--- src/hdl/cc20_pkg.sv ---
// ----------------------------------------------------------------------------
// ChaCha20 stream cipher package
// Shared constants, types and the block-function helpers.
// ----------------------------------------------------------------------------
package cc20_pkg;

    localparam int ROUND_COUNT_DEF = 20;
    localparam int BLOCK_BYTES     = 64;
    localparam int BLOCK_W         = 512;
    localparam int LEFT_W          = 7;
    localparam int FIFO_DEPTH      = 4;
    localparam int PTR_W           = $clog2(FIFO_DEPTH);
    localparam int CFG_DATA_W      = 64;
    localparam int CFG_IDX_W       = 3;

    localparam logic [31:0] SIGMA_0 = 32'h61707865;
    localparam logic [31:0] SIGMA_1 = 32'h3320646e;
    localparam logic [31:0] SIGMA_2 = 32'h79622d32;
    localparam logic [31:0] SIGMA_3 = 32'h6b206574;
    localparam logic [31:0] TAU_1   = 32'h3120646e;
    localparam logic [31:0] TAU_2   = 32'h79622d36;

    typedef logic [15:0][31:0] words_t;

    typedef enum logic [CFG_IDX_W-1:0] {
        CFG_KEY_WORD_0,
        CFG_KEY_WORD_1,
        CFG_KEY_WORD_2,
        CFG_KEY_WORD_3,
        CFG_SHORT_KEY_MODE,
        CFG_NONCE_LOW,
        CFG_NONCE_HIGH,
        CFG_COUNTER_START
    } cfg_idx_t;

    typedef enum logic [1:0] {
        CORE_IDLE,
        CORE_RUN,
        CORE_ADD,
        CORE_DONE
    } core_state_t;

    typedef struct packed {
        logic [63:0] key_word_0;
        logic [63:0] key_word_1;
        logic [63:0] key_word_2;
        logic [63:0] key_word_3;
        logic        short_key_mode;
        logic [63:0] nonce_low;
        logic [31:0] nonce_high;
        logic [31:0] counter_start;
    } cfg_t;

    typedef struct packed {
        logic   valid;
        words_t block;
    } core_res_t;

    function automatic logic [31:0] rotl32(input logic [31:0] v, input logic [4:0] n);
        return (v << n) | (v >> (6'd32 - {1'b0, n}));
    endfunction

    function automatic words_t init_matrix(input cfg_t c, input logic [31:0] ctr);
        words_t      w;
        logic [63:0] hi_a;
        logic [63:0] hi_b;
        hi_a  = c.short_key_mode ? c.key_word_0 : c.key_word_2;
        hi_b  = c.short_key_mode ? c.key_word_1 : c.key_word_3;
        w[0]  = SIGMA_0;
        w[1]  = c.short_key_mode ? TAU_1 : SIGMA_1;
        w[2]  = c.short_key_mode ? TAU_2 : SIGMA_2;
        w[3]  = SIGMA_3;
        w[4]  = c.key_word_0[31:0];
        w[5]  = c.key_word_0[63:32];
        w[6]  = c.key_word_1[31:0];
        w[7]  = c.key_word_1[63:32];
        w[8]  = hi_a[31:0];
        w[9]  = hi_a[63:32];
        w[10] = hi_b[31:0];
        w[11] = hi_b[63:32];
        w[12] = ctr;
        w[13] = c.nonce_low[31:0];
        w[14] = c.nonce_low[63:32];
        w[15] = c.nonce_high;
        return w;
    endfunction

    // Half of a column or diagonal round: four independent quarters.
    function automatic words_t half_round(input words_t w, input logic diag,
                                          input logic second);
        words_t      r;
        logic [3:0]  ia;
        logic [3:0]  ib;
        logic [3:0]  ic;
        logic [3:0]  id;
        logic [31:0] a;
        logic [31:0] b;
        logic [31:0] c;
        logic [31:0] d;
        r = w;
        for (int q = 0; q < 4; q++) begin
            ia = 4'(q);
            ib = diag ? 4'(4 + ((q + 1) & 3))  : 4'(4 + q);
            ic = diag ? 4'(8 + ((q + 2) & 3))  : 4'(8 + q);
            id = diag ? 4'(12 + ((q + 3) & 3)) : 4'(12 + q);
            a  = r[ia];
            b  = r[ib];
            c  = r[ic];
            d  = r[id];
            a  = a + b;
            d  = rotl32(d ^ a, second ? 5'd8 : 5'd16);
            c  = c + d;
            b  = rotl32(b ^ c, second ? 5'd7 : 5'd12);
            r[ia] = a;
            r[ib] = b;
            r[ic] = c;
            r[id] = d;
        end
        return r;
    endfunction

endpackage

--- src/hdl/cc20_front.sv ---
// ----------------------------------------------------------------------------
// ChaCha20 input queue
// Accepts message bytes and queues them for the keystream combiner.
// ----------------------------------------------------------------------------
module cc20_front (
    input  logic       aclk,
    input  logic       aresetn,
    input  logic       s_valid,
    output logic       s_ready,
    input  logic [7:0] s_data_in,
    output logic       q_valid,
    output logic [7:0] q_data,
    input  logic       q_pop
);

    logic [7:0]                   mem [cc20_pkg::FIFO_DEPTH];
    logic [cc20_pkg::PTR_W-1:0]   wr_ptr_reg;
    logic [cc20_pkg::PTR_W-1:0]   wr_ptr_next;
    logic [cc20_pkg::PTR_W-1:0]   rd_ptr_reg;
    logic [cc20_pkg::PTR_W-1:0]   rd_ptr_next;
    logic [cc20_pkg::PTR_W:0]     count_reg;
    logic [cc20_pkg::PTR_W:0]     count_next;
    logic                         push;
    logic                         pop;

    assign s_ready = (count_reg != (cc20_pkg::PTR_W+1)'(cc20_pkg::FIFO_DEPTH));
    assign q_valid = (count_reg != '0);
    assign q_data  = mem[rd_ptr_reg];
    assign push    = s_valid && s_ready;
    assign pop     = q_pop && q_valid;

    always_comb begin
        wr_ptr_next = push ? wr_ptr_reg + 1'b1 : wr_ptr_reg;
        rd_ptr_next = pop ? rd_ptr_reg + 1'b1 : rd_ptr_reg;
        count_next  = count_reg + (cc20_pkg::PTR_W+1)'(push)
                    - (cc20_pkg::PTR_W+1)'(pop);
    end

    always_ff @(posedge aclk) begin
        if (push) begin
            mem[wr_ptr_reg] <= s_data_in;
        end
    end

    always_ff @(posedge aclk) begin
        if (!aresetn) begin
            wr_ptr_reg <= '0;
            rd_ptr_reg <= '0;
            count_reg  <= '0;
        end else begin
            wr_ptr_reg <= wr_ptr_next;
            rd_ptr_reg <= rd_ptr_next;
            count_reg  <= count_next;
        end
    end

endmodule

--- config.mk ---
export PLATFORM = sky130hd
export DESIGN_NAME = cc20_front
export DESIGN_NICKNAME = d
export VERILOG_FILES = /design/src/hdl/cc20_pkg.sv /design/src/hdl/cc20_front.sv
export SDC_FILE = /design/constraint.sdc
export NUM_CORES = 1
export LEC_CHECK = 0
export ABC_CLOCK_PERIOD_IN_PS = 3350
export BUFFER_PORTS_ARGS = -buffer_cell sky130_fd_sc_hd__buf_2
export CORE_MARGIN = 5
export CORE_UTILIZATION = 55
export DETAILED_ROUTE_END_ITERATION = 12
export PLACE_DENSITY = 0.77
export SETUP_SLACK_MARGIN = 0.15
export SLEW_MARGIN = 20
export SYNTH_ARGS = -nofsm -noshare
export SYNTH_HDL_FRONTEND = slang
export SYNTH_SLANG_ARGS = --single-unit
--- constraint.sdc ---
create_clock -name aclk -period 3.35 [get_ports aclk]
set_clock_uncertainty 0.2 [all_clocks]
set_input_delay 0 -clock aclk [delete_from_list [all_inputs] [get_ports aclk]]
set_output_delay 0 -clock aclk [all_outputs]
set_load 0.1 [all_outputs]
==> results.toml <==
[pwr]
power_frac_clock = 0.133
powerDensity_nw_per_um2 = 864
p_switching_mw = 0.762
swShare = 0.455
cellInternalPower_mw = 0.911
p_comb_frac = 0.448
leakagePower_nw = 0.709
pwr-share-seq = 0.419
ir_worst_vdd_mv = 0.541

[grt]
grt_max_degree = 13
overflow = 0
antenna_found_initial = 0
grt_pass1_wl_um = 4310
track_usage = 0.141
first_global_vias = 921

[critical_path]
cp_max_fo = 7
crit_arrival_ns = 2.62
crit_chain = "nor2_1, a21boi_2, inv_1, ha_1, inv_1, ha_1, inv_1, fa_1, xnor2_1, xnor2_1, and2_1"
slowest_stage = "dfxtp_1"
cp-start-kind = "flop"
crit_top_cell = "inv_1"
setup.worst_path.end_class = "flop"
worstPathRequired_ns = 3.39
crit_path_max_incr_delay_ns = 0.49
path_class = "reg2reg"

[drt]
drc = 0
ant_nets = 0
first_pass_iters = 4
wl_per_cell_um = 15.6
drt-initial-drc-count = 36
viasPerCell = 5.28
vias = 840
routed_wl_um = 2470

[logic_synthesis]
ys_top_cells_by_area = "edfxtp_1 (59%), dfxtp_1 (11%), mux4_2 (11%), ha_1 (4.6%), and2_1 (2.7%)"
synth_xor_area_frac = 0.0214
synth_compound_area_frac = 0.0230
synth_edf_count = 32
syn-num-nets = 109
synthAdderAreaFrac = 0.0581
syn_area_um2 = 1640
ys.flop_type = "edfxtp_1"
netlist.area_leader.share = 0.588
avgSynthCellArea_um2 = 18.2
synth-seq-cells = 41
synth.mux.area_fraction = 0.122
synthCells = 90
ys_types = 18
async_flop_share = 0
yosysSeqAreaShare = 0.698
yosysTopAreaCell = "edfxtp_1"
yosys_warnings = 0
synth_top_family_by_area = "multiplexers"
yosys.area_share.simple = 0.0566

[final_layout]
largest_reg_flops = 32
nFillCells = 205
mostFrequentLayoutCell = "edfxtp_1"
drive_gt1_frac = 0.313
synthToLayoutAreaGrowth_pct = 18.4
nets = 146
layout_common_cells = "edfxtp_1 (32), buf_2 (21), dlygate4sd3_1 (12)"
antenna_cells = 0

[cts]
cts_buffer_depth = 2
ctsResizeCount = 0
cts.sinks = 41
root_buffer = "clkbuf_4"
cts_max_level = 2
hold_buffers = 12
cts_buffers = 5
clk_pin_slew_worst_paths_ns = 0.11
cts_setup_buffers = 0
cts_tree = "yes"
insertion_delay_ns = 0.33

[place]
globalplace.congestion = 0.771
port_buffers = 21
dp.final_hpwl_um = 1740

[run_status]
outcome = "finished, final reports clean"

[sta]
worst_pin_slew_ns = 0.521
grt_setup_unrepaired = "no"
finalSetupViolCount = 0
slew_violations = 0
period_share = 0.769
max_freq_mhz = 388
whs_ns = 0.210
hold_viol = 0
slew_headroom = 0.652
period_needed_ns = 2.58
fin_setup_tns_ns = 0

[die]
start_util = 0.583
dieArea_um2 = 4160
rows = 19
core-area_um2 = 2810
io_pins = 22
dieWidth_um = 64.5
die_y_um = 64.5

[min_path]
hold_class = "in2reg"

[flow_run]
cap_violations = 0
cell type report:
type	count	area, um2	area share
flip-flops and latches	41	1140	0.590
multi-input cells	41	460	0.238
repair buffers	33	225	0.116
clock buffers	6	41.3	0.0213
well taps	31	38.8	0.0200
inverters	5	18.8	0.00970
clock inverters	2	10.0	0.00517
critical path, delay by kind of cell (launching register included):
| kind | cells | cell delay [ns] |
|---|---|---|
| flops | 1 | 0.49 |
| compound gates | 1 | 0.28 |
| xor+xnor | 2 | 0.28 |
| fa+ha+maj | 3 | 0.79 |
| buf+inv | 3 | 0.19 |
| simple gates | 2 | 0.27 |
kinds of logic (layout without fill, tap and decap cells):
group | Yosys count | after routing
flip-flops | 41 | 41
AND/OR/NAND/NOR | 17 | 17
multiplexers | 10 | 10
buffers and inverters | 8 | 46
adder cells (fa/ha/maj) | 7 | 7
XOR/XNOR | 4 | 4
AO/OA/AOI/OAI | 3 | 3
synthesized netlist by cell type, drive strengths merged (2+ instances only):
cell / count
and2: 7
nor2b: 3
edfxtp: 32
dfxtp: 9
mux2i: 2
clkbuf: 2
ha: 6
nand2: 5
mux4: 8
inv: 5
xnor2: 4
worst paths after layout:
path / from / to / cells after the start / slack, ns
min: s_data_in[7] / mem[1][7] / 2 / 0.21
max reg2reg: count_reg[1] / count_reg[2] / 11 / 0.77
min reg2reg: wr_ptr_reg[1] / wr_ptr_reg[1] / 2 / 0.31
max: count_reg[1] / count_reg[2] / 11 / 0.77
power groups by stage:
stage	combinational (mW)	clock, mW	sequential (mW)
floorplan	0.672	0	0.673
global placement	0.729	0	0.709
detailed placement	0.738	0	0.714
CTS	0.757	0.231	0.703
global route	0.793	0.256	0.712
finish	0.750	0.223	0.700
through the flow:
| stage | cells | total power, mW | setup WS, ns | util | instance area (um2) |
|---|---|---|---|---|---|
| after global placement | 139 | 1.44 | 0.853 | 0.629 | 1760 |
| after detailed placement | 139 | 1.45 | 0.782 | 0.629 | 1760 |
| after CTS | 159 | 1.69 | 0.757 | 0.690 | 1940 |
| after floorplan | 90 | 1.35 | 0.931 | - | 1640 |
| after global routing | 159 | 1.76 | 0.575 | 0.690 | 1940 |
| final | 159 | 1.67 | 0.772 | 0.690 | 1940 |
layer usage:
metal  global-route usage  routed length (um)  up-vias
li1                     -                   -      409
met1                0.157                 988      410
met2                0.250                1340       16
met3               0.0415                 109        5
met4               0.0633                  35        0
met5                    0                   0        -
No activity file was read; power rests on OpenSTA's default activity.
