--- src/hdl/cc20_pkg.sv ---
// ----------------------------------------------------------------------------
// ChaCha20 stream cipher package
// Shared constants, types and the block-function helpers.
// ----------------------------------------------------------------------------
package cc20_pkg;

    localparam int ROUND_COUNT_DEF = 20;
    localparam int BLOCK_BYTES     = 64;
    localparam int BLOCK_W         = 512;
    localparam int LEFT_W          = 7;
    localparam int FIFO_DEPTH      = 4;
    localparam int PTR_W           = $clog2(FIFO_DEPTH);
    localparam int CFG_DATA_W      = 64;
    localparam int CFG_IDX_W       = 3;

    localparam logic [31:0] SIGMA_0 = 32'h61707865;
    localparam logic [31:0] SIGMA_1 = 32'h3320646e;
    localparam logic [31:0] SIGMA_2 = 32'h79622d32;
    localparam logic [31:0] SIGMA_3 = 32'h6b206574;
    localparam logic [31:0] TAU_1   = 32'h3120646e;
    localparam logic [31:0] TAU_2   = 32'h79622d36;

    typedef logic [15:0][31:0] words_t;

    typedef enum logic [CFG_IDX_W-1:0] {
        CFG_KEY_WORD_0,
        CFG_KEY_WORD_1,
        CFG_KEY_WORD_2,
        CFG_KEY_WORD_3,
        CFG_SHORT_KEY_MODE,
        CFG_NONCE_LOW,
        CFG_NONCE_HIGH,
        CFG_COUNTER_START
    } cfg_idx_t;

    typedef enum logic [1:0] {
        CORE_IDLE,
        CORE_RUN,
        CORE_ADD,
        CORE_DONE
    } core_state_t;

    typedef struct packed {
        logic [63:0] key_word_0;
        logic [63:0] key_word_1;
        logic [63:0] key_word_2;
        logic [63:0] key_word_3;
        logic        short_key_mode;
        logic [63:0] nonce_low;
        logic [31:0] nonce_high;
        logic [31:0] counter_start;
    } cfg_t;

    typedef struct packed {
        logic   valid;
        words_t block;
    } core_res_t;

    function automatic logic [31:0] rotl32(input logic [31:0] v, input logic [4:0] n);
        return (v << n) | (v >> (6'd32 - {1'b0, n}));
    endfunction

    function automatic words_t init_matrix(input cfg_t c, input logic [31:0] ctr);
        words_t      w;
        logic [63:0] hi_a;
        logic [63:0] hi_b;
        hi_a  = c.short_key_mode ? c.key_word_0 : c.key_word_2;
        hi_b  = c.short_key_mode ? c.key_word_1 : c.key_word_3;
        w[0]  = SIGMA_0;
        w[1]  = c.short_key_mode ? TAU_1 : SIGMA_1;
        w[2]  = c.short_key_mode ? TAU_2 : SIGMA_2;
        w[3]  = SIGMA_3;
        w[4]  = c.key_word_0[31:0];
        w[5]  = c.key_word_0[63:32];
        w[6]  = c.key_word_1[31:0];
        w[7]  = c.key_word_1[63:32];
        w[8]  = hi_a[31:0];
        w[9]  = hi_a[63:32];
        w[10] = hi_b[31:0];
        w[11] = hi_b[63:32];
        w[12] = ctr;
        w[13] = c.nonce_low[31:0];
        w[14] = c.nonce_low[63:32];
        w[15] = c.nonce_high;
        return w;
    endfunction

    // Half of a column or diagonal round: four independent quarters.
    function automatic words_t half_round(input words_t w, input logic diag,
                                          input logic second);
        words_t      r;
        logic [3:0]  ia;
        logic [3:0]  ib;
        logic [3:0]  ic;
        logic [3:0]  id;
        logic [31:0] a;
        logic [31:0] b;
        logic [31:0] c;
        logic [31:0] d;
        r = w;
        for (int q = 0; q < 4; q++) begin
            ia = 4'(q);
            ib = diag ? 4'(4 + ((q + 1) & 3))  : 4'(4 + q);
            ic = diag ? 4'(8 + ((q + 2) & 3))  : 4'(8 + q);
            id = diag ? 4'(12 + ((q + 3) & 3)) : 4'(12 + q);
            a  = r[ia];
            b  = r[ib];
            c  = r[ic];
            d  = r[id];
            a  = a + b;
            d  = rotl32(d ^ a, second ? 5'd8 : 5'd16);
            c  = c + d;
            b  = rotl32(b ^ c, second ? 5'd7 : 5'd12);
            r[ia] = a;
            r[ib] = b;
            r[ic] = c;
            r[id] = d;
        end
        return r;
    endfunction

endpackage

--- src/hdl/cc20_back.sv ---
// ----------------------------------------------------------------------------
// ChaCha20 keystream combiner
// Holds the current keystream block, XORs queued bytes with it and
// registers the result for the output channel.
// ----------------------------------------------------------------------------
module cc20_back (
    input  logic                aclk,
    input  logic                aresetn,
    input  logic                flush,
    input  logic                q_valid,
    input  logic [7:0]          q_data,
    output logic                q_pop,
    input  cc20_pkg::core_res_t core_res,
    output logic                take,
    output logic                m_valid,
    input  logic                m_ready,
    output logic [7:0]          m_data_out
);

    logic [cc20_pkg::BLOCK_W-1:0] ks_reg;
    logic [cc20_pkg::BLOCK_W-1:0] ks_next;
    logic [cc20_pkg::LEFT_W-1:0]  left_reg;
    logic [cc20_pkg::LEFT_W-1:0]  left_next;
    logic                         m_valid_reg;
    logic                         m_valid_next;
    logic [7:0]                   m_data_reg;
    logic [7:0]                   m_data_next;
    logic                         out_free;
    logic                         fire;

    assign out_free   = !m_valid_reg || m_ready;
    assign fire       = q_valid && (left_reg != '0) && out_free && !flush;
    assign take       = core_res.valid && !flush
                      && ((left_reg == '0) || (fire && left_reg == cc20_pkg::LEFT_W'(1)));
    assign q_pop      = fire;
    assign m_valid    = m_valid_reg;
    assign m_data_out = m_data_reg;

    always_comb begin
        ks_next      = ks_reg;
        left_next    = left_reg;
        m_valid_next = m_valid_reg;
        m_data_next  = m_data_reg;
        if (fire) begin
            m_valid_next = 1'b1;
            m_data_next  = q_data ^ ks_reg[7:0];
            ks_next      = ks_reg >> 8;
            left_next    = left_reg - 1'b1;
        end else if (m_ready) begin
            m_valid_next = 1'b0;
        end
        if (take) begin
            ks_next   = core_res.block;
            left_next = cc20_pkg::LEFT_W'(cc20_pkg::BLOCK_BYTES);
        end
        if (flush) begin
            left_next = '0;
        end
    end

    always_ff @(posedge aclk) begin
        if (!aresetn) begin
            left_reg    <= '0;
            m_valid_reg <= 1'b0;
        end else begin
            left_reg    <= left_next;
            m_valid_reg <= m_valid_next;
        end
    end

    always_ff @(posedge aclk) begin
        ks_reg     <= ks_next;
        m_data_reg <= m_data_next;
    end

    a_left_range: assert property (@(posedge aclk) disable iff (!aresetn)
        left_reg <= cc20_pkg::LEFT_W'(cc20_pkg::BLOCK_BYTES))
        else $error("keystream byte count out of range");

    a_refill: assert property (@(posedge aclk) disable iff (!aresetn)
        core_res.valid && left_reg == '0 && !flush |=>
            left_reg == cc20_pkg::LEFT_W'(cc20_pkg::BLOCK_BYTES))
        else $error("ready block not loaded into empty keystream buffer");

    a_progress: assert property (@(posedge aclk) disable iff (!aresetn)
        q_valid && left_reg != '0 && !m_valid_reg && !flush |=> m_valid_reg)
        else $error("queued byte with keystream available not transferred");

    a_flush_empty: assert property (@(posedge aclk) disable iff (!aresetn)
        flush |=> left_reg == '0 && !$past(take))
        else $error("keystream kept or block taken across a flush");

endmodule

--- config.mk ---
export PLATFORM = sky130hd
export DESIGN_NAME = cc20_back
export DESIGN_NICKNAME = d
export VERILOG_FILES = /design/src/hdl/cc20_pkg.sv /design/src/hdl/cc20_back.sv
export SDC_FILE = /design/constraint.sdc
export NUM_CORES = 1
export LEC_CHECK = 0
export BUFFER_PORTS_ARGS = -buffer_cell sky130_fd_sc_hd__buf_2
export CORE_UTILIZATION = 49
export CTS_BUF_LIST = sky130_fd_sc_hd__clkbuf_8 sky130_fd_sc_hd__clkbuf_16
export CTS_CLUSTER_SIZE = 16
export DETAILED_ROUTE_END_ITERATION = 10
export HOLD_SLACK_MARGIN = 0.15
export PLACE_DENSITY = 0.81
export SYNTH_ARGS = -nofsm -noshare
export SYNTH_HDL_FRONTEND = slang
export SYNTH_SLANG_ARGS = --single-unit
export TNS_END_PERCENT = 10
--- constraint.sdc ---
create_clock -name aclk -period 12.9 [get_ports aclk]
set_clock_uncertainty 0.15 [all_clocks]
set_input_delay 0.645 -clock aclk [delete_from_list [all_inputs] [get_ports aclk]]
set_output_delay 0.645 -clock aclk [all_outputs]
set_load 0.02 [all_outputs]
==> results.toml <==
[detailed_routing]
drtPass1Iterations = 4
route.detailed.drc = 0
wl_mm = 52.38
drtIter0Drc = 1035
wl_per_cell_um = 22.06
ant_nets = 0
num_vias = 12380
vias_per_cell = 5.214

[place]
dpl_cell_area_um2 = 26730
dp_hpwl_mm = 36.27
gp_congestion = 0.8446
pre_cts_ws_ns = 8.049
io_buffer_count = 536

[die]
ios = 537
dieWidth_um = 221.8
coreArea_um2 = 47650
rows = 80
start_util_pct = 49.68
dieArea_um2 = 49190
die_h_um = 221.8

[synthesis]
synth_area_per_cell_um2 = 20.56
synth_cells = 1151
synth_edf_count = 520
syn-cell-area_um2 = 23670
ys_warn_count = 0
yosys-top-cells-area = "edfxtp_1, mux2_4, mux2_2"
seq_area_frac_synth_pct = 66.65
async_reset_ff_share_pct = 0
ys_seq_elements = 528
yosys.area.top_type = "edfxtp_1"
yosysTopAreaCellShare_pct = 65.97
synthDistinctLibCells = 31
synth_nets = 1680
synth_ff_type = "edfxtp_1"

[setup_path]
cpPeakStageDelay_ns = 0.92
cp_slowest_cell = "buf_4"
required_ns = 12.96
worst_ep_arrival_time_ns = 4.69
cp_cell_sequence = "nor4_4 -> nand3b_1 -> or3_4 -> nand2_8 -> buf_4 -> buf_4"
cp-startpoint = "left_reg[5]$_SDFFE_PP0P_"
crit_type = "reg2reg"
cpLargestDelayFamily = "simple AND/OR/NAND/NOR gates"
cp-start-kind = "register"
critPathMaxFanout = 97
crit_buf_inv = 2
cp_common_cell = "buf_4"
crit-reg2reg-launch = "left_reg[5]$_SDFFE_PP0P_"
end_kind = "register"

[cells_and_area]
postLayoutCoreUtil_pct = 59.86
area_delta_synth_final_pct = 20.49
drive_gt1_share_pct = 64.40
final_area_um2 = 28520
largest_reg_flops = 512
nets = 2235
nFillCells = 3422

[global_route]
grt_pass1_vias = 12840
antenna_found_initial = 33
grt_use_total_pct = 20.98
grt_pass1_wl_mm = 77.57
grt_max_degree = 196
overflow = 0

[timing]
hold_violations = 0
setup_viol_count_final = 0
fin_ws_ns = 8.270
slew_headroom_pct = 19.75
finalCriticalPeriod_ns = 4.630
maxSlewViolCount = 0
rsz0062_at_grt = "no"
fin_worst_hold_slack_ns = 0.1876
worstMarginPinSlew_ns = 1.204
fin_crit_sh_pct = 35.89
setup_tns_ns = 0
clock.fmax_ghz = 0.2160

[clocking]
cts_tree = "done"
cts_resized = 0
clock-sinks = 528
htreeDepth = 2
clockBufferDepth = 3
root_buffer = "clkbuf_16"
cts_buffers = 54
insertion_delay_ns = 0.60
clk_pin_slew_ns = 0.06

[hold_path]
worstHoldPathType = "in2reg"
hold_start = "core_res[506]"

[status]
status = "finished, final reports clean"

[power_and_ir_drop]
vdd_drop_max_uv = 107.4
p_leak_nw = 11.96
p_per_area_nw_per_um2 = 141.6

[job]
maxCapViolCount = 0
==> per-layer routing <==
| metal | routed length, µm | vias to the layer above | global-route usage, % |
|---|---|---|---|
| li1 | - | 5654 | - |
| met1 | 20410 | 6083 | 25.25 |
| met2 | 26060 | 488 | 35.39 |
| met4 | 1045 | 42 | 6.048 |
| met3 | 4605 | 110 | 7.540 |
| met5 | 262 | - | 0 |
==> placed cells by master (no fill, tap or decap), drive strengths merged, types with 3 or more instances in the layout <==
cell type,instances
dfxtp,8
dlygate4sd3,11
edfxtp,520
or3,6
xor2,8
nor2,3
buf,545
nor2b,3
and2,8
diode,12
clkinv,20
o21ai,5
clkbuf,59
a21oi,4
inv,22
mux2,504
ha,3
==> synth_stat cells, types with 2 or more instances <==
library cell and instances:
a211oi_1 2, a21oi_1 4, and2_1 8, buf_2 17
buf_6 38, clkbuf_1 2, dfxtp_1 8, edfxtp_1 520
ha_1 3, inv_1 5, mux2_2 165, mux2_4 339
nand2b_1 2, nor2_1 3, nor2b_1 3, o21ai_0 5
or3_1 6, xor2_1 8
==> power by group <==
part           total, mW  internal (mW)  switching (mW)
clock               1.46          0.819           0.642
sequential          2.11           2.07          0.0440
combinational      0.467          0.278           0.190
==> path summary, 6_finish.rpt <==
path                            cells past startpoint                   endpoint  slack [ns]
worst min register to register                      2   left_reg[1]$_SDFFE_PP0P_        0.37
worst max-delay path                                6      ks_reg[340]$_DFFE_PP_        8.27
worst max register to register                      6      ks_reg[340]$_DFFE_PP_        8.27
worst min-delay path                                2  ks_reg[506]$_SDFFCE_PN0P_        0.19
==> what timing repair did <==
action / in CTS / in global routing
setup buffers: 0 / 0
setup endpoints to repair: 0 / 0
hold buffers: 11 / 0
endpoints found under the hold margin: 11 / 0
==> logic make-up (layout without fill, tap and decap cells) <==
family	after synthesis	after routing	share of synthesized area, %
AO/OA/AOI/OAI	16	16	0.4229
XOR/XNOR	9	9	0.3331
adder cells (fa/ha/maj)	3	3	0.1586
buffers and inverters	62	658	2.278
flip-flops	528	528	66.65
multiplexers	504	504	29.35
other	0	12	0
AND/OR/NAND/NOR	29	29	0.8035
==> stage by stage <==
step                      power [mW]  cells
after detailed placement       2.609   2254
after floorplan                2.494   1151
final                          4.039   2374
after global routing           4.175   2368
after CTS                      4.079   2362
after global placement         2.590   2254
==> worst reg2reg max path, delay by kind of cell, from the launching register on <==
kind	cells	cell delay [ns]
simple gates	4	1.88
buf+inv	2	1.79
flops	1	0.35
==> layout make-up <==
cell class	count	area [µm²]	share of cell area [%]
antenna	12	30.03	0.1053
clock buffer	59	1443	5.059
clock inverter	38	209.0	0.7327
inverter	5	18.77	0.06581
multi-input combinational	561	7376	25.86
sequential	528	15780	55.32
tap	615	769.5	2.698
timing repair buffer	556	2898	10.16
Note: power is estimated with default switching activity, not from simulation.
