**config.mk**
```make
export PLATFORM = sky130hd
export DESIGN_NAME = cc20_core
export DESIGN_NICKNAME = d
export VERILOG_FILES = /design/src/hdl/cc20_pkg.sv /design/src/hdl/cc20_core.sv
export SDC_FILE = /design/constraint.sdc
export NUM_CORES = 2
export LEC_CHECK = 0
export BUFFER_PORTS_ARGS = -buffer_cell sky130_fd_sc_hd__clkbuf_2
export CAP_MARGIN = 20
export CELL_PAD_IN_SITES_DETAIL_PLACEMENT = 0
export CELL_PAD_IN_SITES_GLOBAL_PLACEMENT = 2
export CORE_MARGIN = 1
export CORE_UTILIZATION = 40
export DETAILED_ROUTE_END_ITERATION = 8
export PLACE_DENSITY = 0.93
export SETUP_SLACK_MARGIN = 0.4
export SYNTH_ARGS = -nofsm -noshare
export SYNTH_HDL_FRONTEND = slang
export SYNTH_SLANG_ARGS = --single-unit
```
**constraint.sdc**
```tcl
create_clock -name aclk -period 31.2 [get_ports aclk]
set_clock_uncertainty 0.2 [all_clocks]
set_input_delay 3.12 -clock aclk [delete_from_list [all_inputs] [get_ports aclk]]
set_output_delay 3.12 -clock aclk [all_outputs]
set_load 0.1 [all_outputs]
```
**src/hdl/cc20_pkg.sv**
```systemverilog
// ----------------------------------------------------------------------------
// ChaCha20 stream cipher package
// Shared constants, types and the block-function helpers.
// ----------------------------------------------------------------------------
package cc20_pkg;

    localparam int ROUND_COUNT_DEF = 20;
    localparam int BLOCK_BYTES     = 64;
    localparam int BLOCK_W         = 512;
    localparam int LEFT_W          = 7;
    localparam int FIFO_DEPTH      = 4;
    localparam int PTR_W           = $clog2(FIFO_DEPTH);
    localparam int CFG_DATA_W      = 64;
    localparam int CFG_IDX_W       = 3;

    localparam logic [31:0] SIGMA_0 = 32'h61707865;
    localparam logic [31:0] SIGMA_1 = 32'h3320646e;
    localparam logic [31:0] SIGMA_2 = 32'h79622d32;
    localparam logic [31:0] SIGMA_3 = 32'h6b206574;
    localparam logic [31:0] TAU_1   = 32'h3120646e;
    localparam logic [31:0] TAU_2   = 32'h79622d36;

    typedef logic [15:0][31:0] words_t;

    typedef enum logic [CFG_IDX_W-1:0] {
        CFG_KEY_WORD_0,
        CFG_KEY_WORD_1,
        CFG_KEY_WORD_2,
        CFG_KEY_WORD_3,
        CFG_SHORT_KEY_MODE,
        CFG_NONCE_LOW,
        CFG_NONCE_HIGH,
        CFG_COUNTER_START
    } cfg_idx_t;

    typedef enum logic [1:0] {
        CORE_IDLE,
        CORE_RUN,
        CORE_ADD,
        CORE_DONE
    } core_state_t;

    typedef struct packed {
        logic [63:0] key_word_0;
        logic [63:0] key_word_1;
        logic [63:0] key_word_2;
        logic [63:0] key_word_3;
        logic        short_key_mode;
        logic [63:0] nonce_low;
        logic [31:0] nonce_high;
        logic [31:0] counter_start;
    } cfg_t;

    typedef struct packed {
        logic   valid;
        words_t block;
    } core_res_t;

    function automatic logic [31:0] rotl32(input logic [31:0] v, input logic [4:0] n);
        return (v << n) | (v >> (6'd32 - {1'b0, n}));
    endfunction

    function automatic words_t init_matrix(input cfg_t c, input logic [31:0] ctr);
        words_t      w;
        logic [63:0] hi_a;
        logic [63:0] hi_b;
        hi_a  = c.short_key_mode ? c.key_word_0 : c.key_word_2;
        hi_b  = c.short_key_mode ? c.key_word_1 : c.key_word_3;
        w[0]  = SIGMA_0;
        w[1]  = c.short_key_mode ? TAU_1 : SIGMA_1;
        w[2]  = c.short_key_mode ? TAU_2 : SIGMA_2;
        w[3]  = SIGMA_3;
        w[4]  = c.key_word_0[31:0];
        w[5]  = c.key_word_0[63:32];
        w[6]  = c.key_word_1[31:0];
        w[7]  = c.key_word_1[63:32];
        w[8]  = hi_a[31:0];
        w[9]  = hi_a[63:32];
        w[10] = hi_b[31:0];
        w[11] = hi_b[63:32];
        w[12] = ctr;
        w[13] = c.nonce_low[31:0];
        w[14] = c.nonce_low[63:32];
        w[15] = c.nonce_high;
        return w;
    endfunction

    // Half of a column or diagonal round: four independent quarters.
    function automatic words_t half_round(input words_t w, input logic diag,
                                          input logic second);
        words_t      r;
        logic [3:0]  ia;
        logic [3:0]  ib;
        logic [3:0]  ic;
        logic [3:0]  id;
        logic [31:0] a;
        logic [31:0] b;
        logic [31:0] c;
        logic [31:0] d;
        r = w;
        for (int q = 0; q < 4; q++) begin
            ia = 4'(q);
            ib = diag ? 4'(4 + ((q + 1) & 3))  : 4'(4 + q);
            ic = diag ? 4'(8 + ((q + 2) & 3))  : 4'(8 + q);
            id = diag ? 4'(12 + ((q + 3) & 3)) : 4'(12 + q);
            a  = r[ia];
            b  = r[ib];
            c  = r[ic];
            d  = r[id];
            a  = a + b;
            d  = rotl32(d ^ a, second ? 5'd8 : 5'd16);
            c  = c + d;
            b  = rotl32(b ^ c, second ? 5'd7 : 5'd12);
            r[ia] = a;
            r[ib] = b;
            r[ic] = c;
            r[id] = d;
        end
        return r;
    endfunction

endpackage

```
**src/hdl/cc20_core.sv**
```systemverilog
// ----------------------------------------------------------------------------
// ChaCha20 block engine
// Iterative block function, two half-round steps per round,
// feed-forward addition, then holds the block until it is taken.
// ----------------------------------------------------------------------------
module cc20_core #(
    parameter int ROUND_COUNT = cc20_pkg::ROUND_COUNT_DEF
) (
    input  logic                aclk,
    input  logic                aresetn,
    input  cc20_pkg::cfg_t      cfg,
    input  logic                flush,
    input  logic                take,
    output cc20_pkg::core_res_t res
);

    localparam int STEP_W = $clog2(2 * ROUND_COUNT);
    localparam logic [STEP_W-1:0] LAST_STEP = STEP_W'(2 * ROUND_COUNT - 1);

    cc20_pkg::core_state_t state_reg;
    cc20_pkg::core_state_t state_next;
    logic [STEP_W-1:0]     step_reg;
    logic [STEP_W-1:0]     step_next;
    logic [31:0]           cnt_reg;
    logic [31:0]           cnt_next;
    logic [31:0]           cur_cnt_reg;
    logic [31:0]           cur_cnt_next;
    cc20_pkg::words_t      work_reg;
    cc20_pkg::words_t      work_next;
    cc20_pkg::words_t      init_w;
    logic [31:0]           ctr_sel;

    assign ctr_sel   = (state_reg == cc20_pkg::CORE_IDLE) ? cnt_reg : cur_cnt_reg;
    assign init_w    = cc20_pkg::init_matrix(cfg, ctr_sel);
    assign res.valid = (state_reg == cc20_pkg::CORE_DONE);
    assign res.block = work_reg;

    always_comb begin
        state_next   = state_reg;
        step_next    = step_reg;
        cnt_next     = cnt_reg;
        cur_cnt_next = cur_cnt_reg;
        work_next    = work_reg;
        case (state_reg)
            cc20_pkg::CORE_IDLE: begin
                work_next    = init_w;
                cur_cnt_next = cnt_reg;
                cnt_next     = cnt_reg + 32'd1;
                step_next    = '0;
                state_next   = cc20_pkg::CORE_RUN;
            end
            cc20_pkg::CORE_RUN: begin
                work_next = cc20_pkg::half_round(work_reg, step_reg[1], step_reg[0]);
                if (step_reg == LAST_STEP) begin
                    state_next = cc20_pkg::CORE_ADD;
                end else begin
                    step_next = step_reg + 1'b1;
                end
            end
            cc20_pkg::CORE_ADD: begin
                for (int i = 0; i < 16; i++) begin
                    work_next[i] = work_reg[i] + init_w[i];
                end
                state_next = cc20_pkg::CORE_DONE;
            end
            cc20_pkg::CORE_DONE: begin
                if (take) begin
                    state_next = cc20_pkg::CORE_IDLE;
                end
            end
            default: begin
                state_next = cc20_pkg::CORE_IDLE;
            end
        endcase
        if (flush) begin
            state_next = cc20_pkg::CORE_IDLE;
            cnt_next   = cfg.counter_start;
        end
    end

    always_ff @(posedge aclk) begin
        if (!aresetn) begin
            state_reg <= cc20_pkg::CORE_IDLE;
            step_reg  <= '0;
            cnt_reg   <= '0;
        end else begin
            state_reg <= state_next;
            step_reg  <= step_next;
            cnt_reg   <= cnt_next;
        end
    end

    always_ff @(posedge aclk) begin
        cur_cnt_reg <= cur_cnt_next;
        work_reg    <= work_next;
    end

endmodule

```
==> reports/results.ini <==
[setup_path]
cp_top_family = compound AO/OA/AOI/OAI gates
cpMostUsedCell = sky130_fd_sc_hd__o21ai_0
path_buf_inv = 4
worst-path-max-fanout = 131
critical_path_required_ns = 31.56
cpPeakStageDelay_ns = 0.83
timing.critical_path.arrival_ns = 12.68
setup.worst_path.class = register to register
crit_path_top_delay_cell = sky130_fd_sc_hd__xor2_1
cp_endpoint_kind = register
cp-start-kind = register

[global_routing]
antenna_violations_before_repair = 92
vias_in_the_first_global_route = 76400
grt_overflow = 0
grtUsageTotal_pct = 53.0
grt_pass1_wl_mm = 672
grt_max_degree = 154

[sta]
report.final.slew_viol_count = 0
setup_repair_after_global_routing_missed_its_margin = no
fin_setup_tns_ns = 0
hold_ws_ns = 0.300
timing_limited_maximum_frequency_mhz = 81.2
period_share_pct = 39.5
tightestPinTransition_ns = 1.45
timing.slew.headroom_pct = 3.01
final_setup_vio_count = 0
hold_viol_final = 0
final.min_clock_period_ns = 12.31

[place]
post-place-cells = 11900
placedInstanceArea_um2 = 81800
place.gp.congestion = 1.14
port_buffers = 901
hpwl_mm = 422

[drt]
drt_drc_violations_left = 0
drtPass1Iterations = 7
dr_total_vias = 84700
routedWlPerCell_um = 42.4
postRouteAntennaNets = 0
vias_per_cell = 6.96
detailed_route_iter0_violations = 13100
routed_wirelength_mm = 516

[logic_synthesis]
synth-async-reset-ratio_pct = 0
synth_edf_count = 512
post-synth-top-area-cell = sky130_fd_sc_hd__edfxtp_1
netlist_instances = 8777
postSynth.topFlopCell = sky130_fd_sc_hd__edfxtp_1
synth_fp_nets = 9818
synth_seq_cells = 584
yosys_warn_count = 0
synth_area_per_cell_um2 = 8.42
sequential_element_share_of_the_synthesized_area_pct = 22.8
synth.cell_area_um2 = 73900
synth_top_area_share_pct = 20.8
synth.most_common_cell = sky130_fd_sc_hd__nor2_1
synth.distinct_cells = 119
synth.top_cells.by_area = sky130_fd_sc_hd__edfxtp_1 21%, sky130_fd_sc_hd__ha_1 11%, sky130_fd_sc_hd__xnor2_1 6.7%, sky130_fd_sc_hd__mux2_2 6.6%, sky130_fd_sc_hd__a21oi_1 5.0%
ys_top_cells_by_count = 864 x sky130_fd_sc_hd__nor2_1, 737 x sky130_fd_sc_hd__a21oi_1, 693 x sky130_fd_sc_hd__nand2_1, 631 x sky130_fd_sc_hd__ha_1, 569 x sky130_fd_sc_hd__o21ai_0

[finish]
largest_register_ff_count = 512
area.growth.synth_to_final_pct = 14.9
layout-drive-gt1-share_pct = 18.8
cell_area_after_layout_um2 = 84900
finish.cell_count_without_fillers = 12200
layout.nets = 10600

[floorplan]
floorplan.initialDensity_pct = 40.3
site_row_count = 157
std_cell_core_area_um2 = 183000
die_area_um2 = 186000
chipWidth_um = 432
die_height_um = 432
num_io_pins = 902

[clock_tree]
post_cts_resize_count = 0
clock_sink_count = 584
hold_buffers = 0
clk_root_buffer_cell = sky130_fd_sc_hd__clkbuf_16
post-cts-setup-buffers = 0
numCtsBuffers = 84
cts_buffer_depth = 3
clock_tree_from_tritoncts = built
clock_insertion_delay_worst_skew_ns = 0.80
clock_tree.htree_level_count = 3
clk_slew_on_worst_s_h_paths_ns = 0.06

[power_and_ir_drop]
leakagePower_uw = 0.0365
design_power_total_uw = 10800
p_per_area_nw_per_um2 = 127
worst_ir_drop_vdd_mv = 0.0701

[flow_run]
cap_viol_max_count = 0

[hold_path]
worst_hold_path_class = register to register

[run_status]
outcome = complete, no violations

==> power by group <==
group | internal [uW] | switching (uW)
logic | 2180 | 6210
registers | 994 | 334
clock network | 576 | 463
total | 3750 | 7000
==> metal layers <==
| layer | global-route usage (%) | wire length (um) |
|---|---|---|
| met2 | 75.5 | 208000 |
| met3 | 18.4 | 66500 |
| met5 | 0 | 296 |
| met4 | 49.1 | 57800 |
| met1 | 62.0 | 183000 |
==> worst paths after layout <==
kind	from	to	slack, ns	cells after the start
worst min register to register	cur_cnt_reg[18]$_DFF_P_	cur_cnt_reg[18]$_DFF_P_	0.30	1
worst max-delay path	step_reg[1]$_SDFFE_PN0P_	res[165]$_DFFE_PN_	18.89	28
worst min-delay path	cur_cnt_reg[18]$_DFF_P_	cur_cnt_reg[18]$_DFF_P_	0.30	1
worst max register to register	step_reg[1]$_SDFFE_PN0P_	res[165]$_DFFE_PN_	18.89	28
==> final cells by class <==
type                    instances  area (um2)
inverters                     265        1020
flip-flops and latches        584       16800
clock buffers                 117        2330
clock inverters                38         453
repair buffers               1121        6310
well taps                    2464        3080
multi-input cells            7522       54700
diodes                         62         155
fillers                     18300       98400
==> worst reg2reg max path, delay by kind of cell, from the launching register on <==
kind / cells / cell delay (ns)
xor+xnor: 4 / 2.11
compound gates: 12 / 3.47
simple gates: 5 / 1.84
fa+ha+maj: 2 / 0.87
mux: 1 / 0.55
buf+inv: 4 / 2.40
flops: 1 / 0.67
==> per-stage QoR <==
stage	setup slack, ns	utilization (%)
after floorplan	19.39	-
after global placement	19.13	44.6
after detailed placement	19.64	44.6
after CTS	19.59	46.2
after global routing	19.05	46.2
final	18.89	46.3
==> cells by family (layout without fill, tap and decap cells) <==
logic type | count (synthesis) | count (layout) | share of synthesized area, %
compound gates | 2778 | 2778 | 25.0
simple gates | 2324 | 2324 | 14.2
xor+xnor | 980 | 980 | 11.7
mux | 788 | 788 | 11.4
buf+inv | 671 | 1541 | 3.56
fa+ha+maj | 652 | 652 | 11.3
flops | 584 | 584 | 22.8
other cells | 0 | 62 | 0
==> cells in the final DEF (no fill, tap or decap), types with 275 or more instances in the layout <==
cell | netlist | layout
sky130_fd_sc_hd__o21ai_0 | 569 | 555
sky130_fd_sc_hd__nand2_1 | 693 | 690
sky130_fd_sc_hd__mux2i_1 | 354 | 339
sky130_fd_sc_hd__edfxtp_1 | 512 | 512
sky130_fd_sc_hd__mux2_2 | 431 | 431
sky130_fd_sc_hd__clkbuf_2 | 1 | 900
sky130_fd_sc_hd__ha_1 | 631 | 628
sky130_fd_sc_hd__nor2_1 | 864 | 857
sky130_fd_sc_hd__a21o_1 | 275 | 275
sky130_fd_sc_hd__xnor2_1 | 565 | 561
sky130_fd_sc_hd__a21oi_1 | 737 | 733
sky130_fd_sc_hd__xor2_1 | 408 | 408
No activity file was read; power rests on OpenSTA's default activity.
